## src/rtl/mcw_pkg.sv

```systemverilog
// Shared types and codes of the multi-client watchdog.
// Used by mcw_cell, multi_client_watchdog, mcw_checker and the testbench; no dependencies.
`default_nettype none
package mcw_pkg;

  // Port widths of the fixed fields
  localparam int IN_TDATA_W  = 24;
  localparam int IN_TUSER_W  = 2;
  localparam int OUT_TDATA_W = 8;
  localparam int OUT_TUSER_W = 4;
  localparam int CFG_ADDR_W  = 4;
  localparam int CFG_DATA_W  = 32;
  localparam int ID_W        = 3;
  localparam int TMO_W       = 16;
  localparam int STATUS_W    = 4;
  localparam int ACT_W       = 4;

  // Item kinds
  localparam logic [1:0] KIND_TICK = 2'd0;
  localparam logic [1:0] KIND_KICK = 2'd1;
  localparam logic [1:0] KIND_DONE = 2'd2;

  // Result status codes
  localparam logic [3:0] ST_KICKED      = 4'd0;
  localparam logic [3:0] ST_FULL        = 4'd1;
  localparam logic [3:0] ST_DONE        = 4'd2;
  localparam logic [3:0] ST_NOT_FOUND   = 4'd3;
  localparam logic [3:0] ST_TICK_OK     = 4'd4;
  localparam logic [3:0] ST_EXP_REMOVED = 4'd5;
  localparam logic [3:0] ST_FATAL       = 4'd6;
  localparam logic [3:0] ST_EXP_KEPT    = 4'd7;
  localparam logic [3:0] ST_HALTED      = 4'd8;

  // Register indexes (byte address bits [3:2])
  localparam logic [1:0] REG_MAX_CLIENTS = 2'd0;
  localparam logic [1:0] REG_REMOVE_MASK = 2'd1;
  localparam logic [1:0] REG_FATAL_MASK  = 2'd2;

  // Command broadcast to every cell of the table
  typedef struct packed {
    logic            kick_go;    // shift in from the left up to the matching cell
    logic            done_go;    // shift in from the right from the matching cell on
    logic            drop_tail;  // invalidate the oldest entry
    logic [ID_W-1:0] cmp_id;
  } cell_cmd_t;

  // One result beat
  typedef struct packed {
    logic [STATUS_W-1:0] status;
    logic [ID_W-1:0]     expired_id;
    logic [ACT_W-1:0]    active_count;
  } result_t;

endpackage
`default_nettype wire

```

## src/rtl/mcw_cell.sv

```systemverilog
// One slot of the recency-ordered watchdog table: valid, id and deadline.
// Depends on mcw_pkg; instantiated in a row by multi_client_watchdog.
`default_nettype none
module mcw_cell #(
  parameter int TW = 32
) (
  input  logic                  clk,
  input  logic                  rst_n,
  input  mcw_pkg::cell_cmd_t    cmd,
  // left neighbor (newer entry, or the new entry for the front cell)
  input  logic                  left_valid,
  input  logic [mcw_pkg::ID_W-1:0] left_id,
  input  logic [TW-1:0]         left_dl,
  // right neighbor (older entry)
  input  logic                  right_valid,
  input  logic [mcw_pkg::ID_W-1:0] right_id,
  input  logic [TW-1:0]         right_dl,
  // own contents
  output logic                  own_valid,
  output logic [mcw_pkg::ID_W-1:0] own_id,
  output logic [TW-1:0]         own_dl,
  // match chain, left to right
  input  logic                  match_in,
  output logic                  match_out,
  // oldest-entry chain, right to left
  input  logic                  tail_in_valid,
  input  logic [mcw_pkg::ID_W-1:0] tail_in_id,
  input  logic [TW-1:0]         tail_in_dl,
  output logic                  tail_out_valid,
  output logic [mcw_pkg::ID_W-1:0] tail_out_id,
  output logic [TW-1:0]         tail_out_dl
);
  import mcw_pkg::*;

  logic            valid_r, valid_nxt;
  logic [ID_W-1:0] id_r, id_nxt;
  logic [TW-1:0]   dl_r, dl_nxt;
  logic            hit;
  logic            is_tail;

  assign hit       = valid_r && (id_r == cmd.cmp_id);
  assign match_out = match_in | hit;
  assign is_tail   = valid_r && !right_valid;

  assign own_valid = valid_r;
  assign own_id    = id_r;
  assign own_dl    = dl_r;

  // pass the oldest entry toward the front
  assign tail_out_valid = is_tail ? 1'b1 : tail_in_valid;
  assign tail_out_id    = is_tail ? id_r : tail_in_id;
  assign tail_out_dl    = is_tail ? dl_r : tail_in_dl;

  always_comb begin
    valid_nxt = valid_r;
    id_nxt    = id_r;
    dl_nxt    = dl_r;
    if (cmd.kick_go && !match_in) begin
      valid_nxt = left_valid;
      id_nxt    = left_id;
      dl_nxt    = left_dl;
    end else if (cmd.done_go && match_out) begin
      valid_nxt = right_valid;
      id_nxt    = right_id;
      dl_nxt    = right_dl;
    end else if (cmd.drop_tail && is_tail) begin
      valid_nxt = 1'b0;
    end
  end

  always_ff @(posedge clk) begin
    if (!rst_n) begin
      valid_r <= 1'b0;
    end else begin
      valid_r <= valid_nxt;
    end
  end

  always_ff @(posedge clk) begin
    id_r <= id_nxt;
    dl_r <= dl_nxt;
  end

endmodule
`default_nettype wire

```

## src/rtl/multi_client_watchdog.sv

```systemverilog
// Top level of the multi-client watchdog: row of mcw_cell slots, control,
// configuration registers and a two-beat result buffer. Depends on mcw_pkg.
//
//   channel | dir | handshake             | payload
//   in_     | in  | in_tvalid/in_tready   | tuser kind, tdata id+timeout
//   out_    | out | out_tvalid/out_tready | tuser status, tdata id+count
//   cfg_    | in  | APB, pready tied high | max_clients, remove/fatal masks
//
// Each item is resolved in the cycle it is accepted: the id compare, the
// match chain and the oldest-entry chain through the cell row, then one
// wrap-aware subtract, set that cycle's depth. One item per cycle while the result buffer has room.
// Results wait in a two-beat buffer; the input stalls only when it is full.
// Reset is synchronous; no clearing pass.
`default_nettype none
module multi_client_watchdog #(
  parameter int MAX_ENTRIES = 8,
  parameter int NUM_IDS     = 8,
  parameter int TIME_BITS   = 32
) (
  input  logic                           clk,
  input  logic                           rst_n,
  input  logic                           in_tvalid,
  output logic                           in_tready,
  input  logic [mcw_pkg::IN_TDATA_W-1:0] in_tdata,   // [2:0] client_id, [18:3] timeout_ticks
  input  logic [mcw_pkg::IN_TUSER_W-1:0] in_tuser,   // [1:0] kind
  output logic                           out_tvalid,
  input  logic                           out_tready,
  output logic [mcw_pkg::OUT_TDATA_W-1:0] out_tdata, // [2:0] expired_id, [6:3] active_count
  output logic [mcw_pkg::OUT_TUSER_W-1:0] out_tuser, // [3:0] status
  input  logic                           cfg_psel,
  input  logic                           cfg_penable,
  input  logic                           cfg_pwrite,
  input  logic [mcw_pkg::CFG_ADDR_W-1:0] cfg_paddr,
  input  logic [mcw_pkg::CFG_DATA_W-1:0] cfg_pwdata,
  output logic [mcw_pkg::CFG_DATA_W-1:0] cfg_prdata,
  output logic                           cfg_pready
);
  import mcw_pkg::*;

  localparam int TW  = TIME_BITS;
  localparam int CW  = $clog2(MAX_ENTRIES + 1);
  localparam int CMW = (CW > 4) ? CW : 4;

  // configuration
  logic [3:0] max_clients_r;
  logic [7:0] remove_mask_r;
  logic [7:0] fatal_mask_r;
  logic       cfg_wr;

  // control state
  logic [TW-1:0] time_r;
  logic [CW-1:0] count_r, count_nxt;
  logic          halted_r;

  // item fields
  logic [1:0]       kind;
  logic [ID_W-1:0]  cid;
  logic [TMO_W-1:0] tmo;
  logic             push, pop;
  logic             id_ok;

  // cell row wiring
  cell_cmd_t       cmd;
  logic            v_a   [0:MAX_ENTRIES];
  logic [ID_W-1:0] id_a  [0:MAX_ENTRIES];
  logic [TW-1:0]   dl_a  [0:MAX_ENTRIES];
  logic            m_c   [0:MAX_ENTRIES];
  logic            tv_c  [0:MAX_ENTRIES];
  logic [ID_W-1:0] tid_c [0:MAX_ENTRIES];
  logic [TW-1:0]   tdl_c [0:MAX_ENTRIES];

  logic            found;
  logic            full;
  logic [TW-1:0]   time_inc;
  logic [TW-1:0]   diff;
  logic            expired;
  logic [TW-1:0]   new_dl;

  logic            kick_go, done_go, drop_tail, tick_go, fatal_go, grow;
  logic [3:0]      st;
  logic [ID_W-1:0] xid;
  logic [CMW-1:0]  count_ext, max_ext;

  // result buffer
  result_t res_q [0:1];
  logic    wr_ptr_r, rd_ptr_r;
  logic [1:0] fill_r;
  result_t res_in;

  assign kind = in_tuser;
  assign cid  = in_tdata[ID_W-1:0];
  assign tmo  = in_tdata[ID_W +: TMO_W];

  assign in_tready  = (fill_r != 2'd2);
  assign out_tvalid = (fill_r != 2'd0);
  assign push       = in_tvalid && in_tready;
  assign pop        = out_tvalid && out_tready;

  assign id_ok = (int'(cid) < NUM_IDS);

  // ---------------- cell row ----------------
  assign v_a[MAX_ENTRIES]   = 1'b0;
  assign id_a[MAX_ENTRIES]  = '0;
  assign dl_a[MAX_ENTRIES]  = '0;
  assign m_c[0]             = 1'b0;
  assign tv_c[MAX_ENTRIES]  = 1'b0;
  assign tid_c[MAX_ENTRIES] = '0;
  assign tdl_c[MAX_ENTRIES] = '0;

  assign new_dl = time_r + TW'(tmo);

  for (genvar i = 0; i < MAX_ENTRIES; i++) begin : g_cell
    logic            lv;
    logic [ID_W-1:0] lid;
    logic [TW-1:0]   ldl;
    logic            ov;
    logic [ID_W-1:0] oid;
    logic [TW-1:0]   odl;

    if (i == 0) begin : g_front
      assign lv  = 1'b1;
      assign lid = cid;
      assign ldl = new_dl;
    end else begin : g_mid
      assign lv  = g_cell[i-1].ov;
      assign lid = g_cell[i-1].oid;
      assign ldl = g_cell[i-1].odl;
    end

    assign v_a[i]  = ov;
    assign id_a[i] = oid;
    assign dl_a[i] = odl;

    mcw_cell #(.TW(TW)) u_cell (
      .clk            (clk),
      .rst_n          (rst_n),
      .cmd            (cmd),
      .left_valid     (lv),
      .left_id        (lid),
      .left_dl        (ldl),
      .right_valid    (v_a[i+1]),
      .right_id       (id_a[i+1]),
      .right_dl       (dl_a[i+1]),
      .own_valid      (ov),
      .own_id         (oid),
      .own_dl         (odl),
      .match_in       (m_c[i]),
      .match_out      (m_c[i+1]),
      .tail_in_valid  (tv_c[i+1]),
      .tail_in_id     (tid_c[i+1]),
      .tail_in_dl     (tdl_c[i+1]),
      .tail_out_valid (tv_c[i]),
      .tail_out_id    (tid_c[i]),
      .tail_out_dl    (tdl_c[i])
    );
  end

  assign found = m_c[MAX_ENTRIES];

  // ---------------- control ----------------
  assign count_ext = CMW'(count_r);
  assign max_ext   = CMW'(max_clients_r);
  assign full      = (count_ext >= max_ext) || (count_r >= CW'(MAX_ENTRIES));

  assign time_inc = time_r + TW'(1);
  assign diff     = time_inc - tdl_c[0];
  assign expired  = tv_c[0] && (diff != '0) && !diff[TW-1];

  always_comb begin
    st        = ST_NOT_FOUND;
    xid       = '0;
    kick_go   = 1'b0;
    done_go   = 1'b0;
    drop_tail = 1'b0;
    tick_go   = 1'b0;
    fatal_go  = 1'b0;
    if (halted_r) begin
      st = ST_HALTED;
    end else begin
      unique case (kind)
        KIND_TICK: begin
          tick_go = 1'b1;
          st      = ST_TICK_OK;
          if (expired) begin
            xid = tid_c[0];
            if (remove_mask_r[tid_c[0]]) begin
              drop_tail = 1'b1;
              st        = ST_EXP_REMOVED;
            end else if (fatal_mask_r[tid_c[0]]) begin
              fatal_go = 1'b1;
              st       = ST_FATAL;
            end else begin
              st = ST_EXP_KEPT;
            end
          end
        end
        KIND_KICK: begin
          if (id_ok) begin
            if (found || !full) begin
              kick_go = 1'b1;
              st      = ST_KICKED;
            end else begin
              st = ST_FULL;
            end
          end
        end
        KIND_DONE: begin
          if (id_ok && found) begin
            done_go = 1'b1;
            st      = ST_DONE;
          end
        end
        default: ;
      endcase
    end
  end

  assign cmd.kick_go   = push && kick_go;
  assign cmd.done_go   = push && done_go;
  assign cmd.drop_tail = push && drop_tail;
  assign cmd.cmp_id    = cid;

  assign grow = kick_go && !found;

  always_comb begin
    count_nxt = count_r;
    if (grow) begin
      count_nxt = count_r + CW'(1);
    end else if (done_go || drop_tail) begin
      count_nxt = count_r - CW'(1);
    end
  end

  assign res_in.status       = st;
  assign res_in.expired_id   = xid;
  assign res_in.active_count = 4'(CMW'(count_nxt));

  always_ff @(posedge clk) begin
    if (!rst_n) begin
      time_r   <= '0;
      count_r  <= '0;
      halted_r <= 1'b0;
    end else if (push) begin
      count_r <= count_nxt;
      if (tick_go) begin
        time_r <= time_inc;
      end
      if (fatal_go) begin
        halted_r <= 1'b1;
      end
    end
  end

  // ---------------- result buffer ----------------
  always_ff @(posedge clk) begin
    if (!rst_n) begin
      wr_ptr_r <= 1'b0;
      rd_ptr_r <= 1'b0;
      fill_r   <= 2'd0;
    end else begin
      if (push) begin
        wr_ptr_r <= ~wr_ptr_r;
      end
      if (pop) begin
        rd_ptr_r <= ~rd_ptr_r;
      end
      if (push && !pop) begin
        fill_r <= fill_r + 2'd1;
      end else if (pop && !push) begin
        fill_r <= fill_r - 2'd1;
      end
    end
  end

  always_ff @(posedge clk) begin
    if (push) begin
      res_q[wr_ptr_r] <= res_in;
    end
  end

  assign out_tuser = res_q[rd_ptr_r].status;
  assign out_tdata = {1'b0, res_q[rd_ptr_r].active_count, res_q[rd_ptr_r].expired_id};

  // ---------------- configuration ----------------
  assign cfg_pready = 1'b1;
  assign cfg_wr     = cfg_psel && cfg_penable && cfg_pwrite && cfg_pready;

  always_ff @(posedge clk) begin
    if (!rst_n) begin
      max_clients_r <= 4'd8;
      remove_mask_r <= 8'd0;
      fatal_mask_r  <= 8'd0;
    end else if (cfg_wr) begin
      unique case (cfg_paddr[3:2])
        REG_MAX_CLIENTS: max_clients_r <= cfg_pwdata[3:0];
        REG_REMOVE_MASK: remove_mask_r <= cfg_pwdata[7:0];
        REG_FATAL_MASK:  fatal_mask_r  <= cfg_pwdata[7:0];
        default: ;
      endcase
    end
  end

  always_comb begin
    unique case (cfg_paddr[3:2])
      REG_MAX_CLIENTS: cfg_prdata = CFG_DATA_W'(max_clients_r);
      REG_REMOVE_MASK: cfg_prdata = CFG_DATA_W'(remove_mask_r);
      REG_FATAL_MASK:  cfg_prdata = CFG_DATA_W'(fatal_mask_r);
      default:         cfg_prdata = '0;
    endcase
  end

endmodule
`default_nettype wire

```

## config.mk

```make
export PLATFORM = sky130hd
export DESIGN_NAME = multi_client_watchdog
export DESIGN_NICKNAME = d
export VERILOG_FILES = /design/src/rtl/mcw_pkg.sv /design/src/rtl/mcw_cell.sv /design/src/rtl/multi_client_watchdog.sv
export SDC_FILE = /design/constraint.sdc
export NUM_CORES = 1
export LEC_CHECK = 0
export ABC_AREA = 1
export BUFFER_PORTS_ARGS = -buffer_cell sky130_fd_sc_hd__clkbuf_2
export CAP_MARGIN = 25
export CORE_ASPECT_RATIO = 1.1
export CORE_MARGIN = 4
export CORE_UTILIZATION = 56
export DETAILED_ROUTE_END_ITERATION = 16
export PLACE_DENSITY = 0.88
export SLEW_MARGIN = 0
export SYNTH_ARGS = -nofsm -noshare
export SYNTH_HDL_FRONTEND = slang
export SYNTH_SLANG_ARGS = --single-unit
```

## constraint.sdc

```tcl
create_clock -name clk -period 4.25 [get_ports clk]
set_input_delay 0.6375 -clock clk [delete_from_list [all_inputs] [get_ports clk]]
set_output_delay 0.6375 -clock clk [all_outputs]
set_load 0.01 [all_outputs]
```

==> results of run 1 <==
-- sequential cells by signal, summed over array words and instances (netlist names), named ones only --
name                     count
wr_ptr_r                     1
g_cell.u_cell.own_dl       256
fill_r                       2
rd_ptr_r                     1
res_q                       22
halted_r                     1
g_cell.u_cell.own_valid      8
time_r                      32
count_ext                    4
remove_mask_r                8
fatal_mask_r                 8
max_clients_r                4
g_cell.u_cell.own_id        24
-- what timing repair did --
item	in CTS	in global routing
resized for setup	66	132
pin swaps	34	66
gates cloned	0	0
endpoints found under the setup margin	31	34
setup buffers	23	19
-- cells in the mapped netlist (17+ instances only) --
cell type,n
a21oi_1,141
nor2_1,221
ha_1,55
nand3_1,97
buf_2,29
xnor2_1,18
o221ai_1,20
nor3_1,22
o21ai_0,373
nand4_1,19
inv_1,400
o2111ai_1,17
edfxtp_1,302
dfxtp_1,70
nand2_1,787
xor2_1,56
o211ai_1,39
clkbuf_1,77
buf_4,29
-- area by class of cell --
cell class,count,area [um2]
Fill cell,2901,12900
Inverter,407,1530
Timing Repair Buffer,250,1950
Sequential cell,372,10500
Tap cell,507,634
Clock inverter,20,194
Clock buffer,52,1090
Multi-Input combinational cell,1975,10600
-- power by group --
group          internal, mW  switching [mW]
Sequential             4.35           0.190
Clock                  2.05            1.45
Combinational          1.53            2.54
Total                  7.92            4.18
-- per-layer routing --
metal	vias up	global-route usage	routed length (um)
met3	296	0.0400	5500
met4	0	0.142	3580
li1	9815	-	-
met5	-	0	0
met1	9907	0.356	24100
met2	1248	0.490	31900
-- how the worst max path moves through the flow --
stage,to,slack [ns],start,cells after the start
finish,res_q[1][0]$_DFFE_PP_,-0.29,time_r[0]$_SDFFE_PN0P_,30
global route,count_ext[2]$_SDFFE_PN0P_,-0.57,time_r[0]$_SDFFE_PN0P_,35
CTS,res_q[1][2]$_DFFE_PP_,-0.33,time_r[1]$_SDFFE_PN0P_,34
detailed placement,res_q[0][0]$_DFFE_PP_,-0.68,time_r[0]$_SDFFE_PN0P_,31
global placement,res_q[0][2]$_DFFE_PP_,-0.45,time_r[0]$_SDFFE_PN0P_,33
floorplan,res_q[0][2]$_DFFE_PP_,0.03,time_r[1]$_SDFFE_PN0P_,33
-- through the flow --
stage                     hold slack (ns)  utilization  power, mW  instances  worst slack [ns]
after floorplan                     0.426            -       6.91       2896            0.0276
after global placement              0.456        0.613       8.06       3471            -0.450
after detailed placement            0.474        0.613       8.18       3471            -0.675
after CTS                           0.357        0.656       11.7       3565            -0.330
after global routing                0.399        0.672       12.7       3583            -0.574
final                               0.364        0.672       12.1       3583            -0.294
-- cell families after synthesis --
family	count (synthesis)	share of synthesized area
adders and majority gates	57	0.0325
AOI/OAI and AO/OA	637	0.158
other	2	0.000335
DFF	372	0.467
xor gates and xnor gates	74	0.0289
and+or+nand+nor	1170	0.209
buffers and inverters	549	0.0987
muxes	11	0.00553
-- worst max-delay path, delay by kind of cell, from the launching register on --
family                   cells  cell delay, ns
AND/OR/NAND/NOR             20            2.41
buffers and inverters        7            0.60
adder cells (fa/ha/maj)      1            0.43
flip-flops                   1            0.35
XOR/XNOR                     1            0.25
AO/OA/AOI/OAI                1            0.20
==> results.md, run 1 <==
* Run status: finished, violations left
* Failing checks: negative setup slack
* First-pass GRT wire length at 102000 um
* Worst Max-Slew Pin Slew at 1.00 ns
* Most frequent cells in the layout: nand2_1, inv_1, o21ai_0, edfxtp_1, nor2_1
* Worst reg2reg setup slack at -0.29 ns
* Area grow syn2layout at 17.9%
* HPWL Detailed at 45000 um
* Worst-path clk slew at 0.06 ns
* Post-synthesis area per instance at 7.81 um2
* CP arrival at 4.82 ns
* CTS Buf Count at 40
* Final Instance Area at 0.0264 mm2
* Critical path endpoint category: flop
* Setup crit start kind: flop
* Worst skew pair latency at 0.54 ns
* R2R depth at 30
* Post-synthesis sequential area ratio at 0.467
* CTS tree: done
* Post-Syn Area at 0.0224 mm2
* Number of buffer cells added on primary ports at 58
* Final nets at 3172
* Final setup vio count at 31
* Slew HR at 0.331
* Post-Syn Instances at 2872
* Synth top area share at 0.405
* Clock root buffer: clkbuf_16
* Top cells by area, synth: edfxtp_1, nand2_1, o21ai_0, inv_1, dfxtp_1
* Drt first-iter violations at 2637
* Detail Route Antenna Nets at 0
* Initial antenna violation count at 0
* Leading area contributor after synthesis: edfxtp_1
* Routed wire per std cell at 18.2 um
* TNS Setup at -6.39 ns
* Final worst slack at -0.294 ns
* Residual DRC count at 0
* # diodes at 0
* Die W at 199 um
* Hold Buf Count CTS at 0
* Num Clock Sinks at 372
* Slew Limit Fails at 0
* Max incr delay on CP at 0.43 ns
* Yosys warning total at 0
* Yosys reg bits at 372
* Vias in the first global route at 20800
* IO Count at 116
* Gr ovfl total at 0
* Pwr per Cell Area at 458 mW/mm2
* Achievable Freq at 0.220 GHz
* Avg Vias per Cell at 5.94
* Layout cell share with drive strength beyond 1 at 0.158
* HP Class: input port to flop
* Final period util at 1.07
* Static Leakage at 11.4 nW
* Peak VDD IR at 0.403 mV
* Critical Path RT at 4.52 ns
* Die area at 0.0433 mm2
* Row count at 76
* EDFF count, synth at 302
* Dpl cell area at 0.0241 mm2
* Max-Cap Viols at 0
* CP dominant cell by count: inv_1
* Floorplan Core Area at 0.0394 mm2
* Hold_sp: cfg_pwdata[7]
* Reg2reg start: time_r[0]$_SDFFE_PN0P_
* Die Y at 218 um
* Clock Skew at 0.0118 ns
* Final Hold Viols at 0
* Via count at 21300
* Hold path depth at 3
* Crit-path max FO at 5
* Hold endpoint: fatal_mask_r[7]$_SDFFE_PN0P_
* Worst R2R End: res_q[1][0]$_DFFE_PP_
* DRT Pass-1 Iters at 6
* Slowest cell on the critical path: ha_1
* Critical path class: flop to flop
* Async S/R FF share, synth at 0
* WL final at 65100 um
* Tmin final at 4.54 ns
* Synth Flop Type: edfxtp_1
* Largest net degree at the start of global routing at 71
* Max H-tree Level at 2
* Synth cell types at 46
* All-Layer GR Usage at 0.287
* CTS max path bufs at 3
* Initial Utilization at 0.569
* RD Place Congestion at 0.963
* RSZ-0062 raised after global routing: yes
* Leading cell type in the layout, fill and taps excluded: nand2_1
Power figures use the tool's default switching activity.
==> run 2: changes to the inputs <==
- CELL_PAD_IN_SITES_DETAIL_PLACEMENT: default -> 2
- CELL_PAD_IN_SITES_GLOBAL_PLACEMENT: default -> 2
- CORE_UTILIZATION: 56 -> 34
- PLACE_DENSITY: 0.88 -> 0.89
==> run 2 against run 1 <==
The run still ends with negative setup slack left. Combinational power up 33%. Final cell count is 12% higher. Clock power grew 18%. Non-clock buffer count up 71. Highest routed layer is now met5.
==> results.md, run 2 (same netlist as run 1, synthesis figures left out) <==
* Total power at 14.1 mW (was 12.1 mW)
* Gr ovfl total at 0 (unchanged)
* Max reg flops at 256 (unchanged)
* Non-filler cells in the finished layout at 4005 (was 3583)
* Residual DRC count at 0 (unchanged)
* Initial antenna violation count at 1 (was 0)
* Detail Route Antenna Nets at 0 (unchanged)
* Max-Cap Viols at 0 (unchanged)
* Achievable Freq at 0.191 GHz (was 0.220 GHz)
* Slew Limit Fails at 0 (unchanged)
* All-Layer GR Usage at 0.303 (was 0.287)
* Die area at 0.0701 mm2 (was 0.0433 mm2)
* # diodes at 0 (unchanged)
* CTS Buf Count at 44 (was 40)
* Worst Max-Slew Pin Slew at 1.26 ns (was 1.00 ns)
* CP arrival at 5.60 ns (was 4.82 ns)
* Hold Buf Count CTS at 0 (unchanged)
* Area grow syn2layout at 24.3% (was 17.9%)
* Clock root buffer: clkbuf_16 (unchanged)
* Critical Path RT at 4.61 ns (was 4.52 ns)
* Die W at 253 um (was 199 um)
* Number of buffer cells added on primary ports at 58 (unchanged)
* Setup crit start kind: flop (unchanged)
* Clock Skew at 0.0404 ns (was 0.0118 ns)
* RD Place Congestion at 0.858 (was 0.963)
* Inst Count DP at 3886 (was 3471)
* Worst slack, placed at -1.30 ns (was -0.675 ns)
* Max incr delay on CP at 0.44 ns (was 0.43 ns)
* Static Leakage at 11.9 nW (was 11.4 nW)
* Final Hold Viols at 0 (unchanged)
* RSZ-0062 raised after global routing: yes (unchanged)
* Routed wire per std cell at 30.8 um (was 18.2 um)
* First-pass GRT wire length at 165000 um (was 102000 um)
* HP Class: input port to flop (unchanged)
* Critical path class: flop to flop (unchanged)
* Initial Utilization at 0.344 (was 0.569)
* IO Count at 116 (unchanged)
* Avg Vias per Cell at 6.03 (was 5.94)
* Tmin final at 5.25 ns (was 4.54 ns)
* Most frequent cells in the layout: nand2_1, inv_1, o21ai_0, edfxtp_1, buf_4 (was nand2_1, inv_1, o21ai_0, edfxtp_1, nor2_1)
* Max H-tree Level at 2 (unchanged)
* Worst-path clk slew at 0.07 ns (was 0.06 ns)
* Layout cell share with drive strength beyond 1 at 0.199 (was 0.158)
* Worst skew pair latency at 0.64 ns (was 0.54 ns)
* Floorplan Core Area at 0.0651 mm2 (was 0.0394 mm2)
* Peak VDD IR at 0.317 mV (was 0.403 mV)
* Pwr per Cell Area at 507 mW/mm2 (was 458 mW/mm2)
* Hold WS at 0.345 ns (was 0.364 ns)
* Die Y at 277 um (was 218 um)
* Slowest cell on the critical path: dfxtp_1 (was ha_1)
* Num Clock Sinks at 372 (unchanged)
* Slew HR at 0.149 (was 0.331)
* DRT Pass-1 Iters at 5 (was 6)
* Row count at 98 (was 76)
* CTS max path bufs at 3 (unchanged)
* Failing checks: negative setup slack (unchanged)
* Vias in the first global route at 26200 (was 20800)
* Final period util at 1.23 (was 1.07)
* Final nets at 3248 (was 3172)
* Largest net degree at the start of global routing at 71 (unchanged)
* WL final at 123000 um (was 65100 um)
* Drt first-iter violations at 2297 (was 2637)
* Final setup vio count at 94 (was 31)
* CP dominant cell by count: nand2_2 (was inv_1)
* HPWL Detailed at 67800 um (was 45000 um)
* Crit-path max FO at 5 (unchanged)
* Leading cell type in the layout, fill and taps excluded: nand2_1 (unchanged)
* Via count at 24100 (was 21300)
* CTS tree: done (unchanged)
* Final worst slack at -0.995 ns (was -0.294 ns)
* Run status: finished, violations left (unchanged)
* Critical path endpoint category: flop (unchanged)
-- run 2: cell count changes in the layout (fill, tap and decap cells not counted), moves of 6 or more --
cell and delta:
nor2_1 -12, nand2_2 +15, nand2_1 -16, clkinv_1 -7, nand3_2 +6, o21ai_1 +8, o21ai_0 -9, nand3_1 -9
nor2_2 +13, inv_1 -6, buf_4 +65
-- run 2: report_power, final --
group	total, mW	internal [mW]	switching [mW]	leakage [nW]
clock network	4.12	2.23	1.89	0.696
registers	4.61	4.35	0.263	3.35
logic	5.40	1.79	3.61	7.87
total	14.1	8.37	5.76	11.9
-- run 2: worst paths after layout --
path,cells after the start,slack [ns],from,endpoint
worst max-delay path,29,-1.0,time_r[4]$_SDFFE_PN0P_,res_q[1][2]$_DFFE_PP_
worst min-delay path,3,0.35,cfg_pwdata[7],fatal_mask_r[7]$_SDFFE_PN0P_
worst max register to register,29,-1.0,time_r[4]$_SDFFE_PN0P_,res_q[1][2]$_DFFE_PP_
worst min register to register,2,0.51,fill_r[1]$_SDFFE_PN0P_,fill_r[1]$_SDFFE_PN0P_
-- run 2: layout make-up --
class	count	area (um2)
clock buffer	62	1230
clock inverter	17	196
fill	7210	37200
inverter	407	1540
multi-input combinational	1976	10800
sequential	372	10500
tap	850	1060
timing repair buffer	321	2540
-- run 2: routing by layer --
layer / up-vias / share of wire / global-route usage
li1: 9956 / - / -
met1: 12100 / 0.34 / 0.327
met2: 1435 / 0.50 / 0.559
met3: 652 / 0.062 / 0.0417
met4: 2 / 0.090 / 0.179
met5: - / 0.00015 / 0
-- run 2: timing repair --
item | 4_1_cts | 5_1_grt
pin swaps | 48 | 64
gates cloned | 0 | 1
setup buffers | 18 | 19
resized for setup | 131 | 150
endpoints found under the setup margin | 34 | 107
-- run 2: per-stage QoR --
step	instance area, um2	utilization	TNS [ns]
detailed placement	25100	0.386	-50.72
global route	27900	0.428	-41.72
floorplan	22500	-	0
global placement	25100	0.386	-18.41
CTS	27200	0.417	-17.14
finish	27900	0.428	-31.67
-- run 2: worst max-delay path: cells and delay by family, from the launching register on --
kind | cells | cell delay, ns
and+or+nand+nor | 21 | 2.90
buffers and inverters | 4 | 0.55
DFF | 1 | 0.44
adders and majority gates | 1 | 0.40
AOI/OAI and AO/OA | 2 | 0.35
xor gates and xnor gates | 1 | 0.32
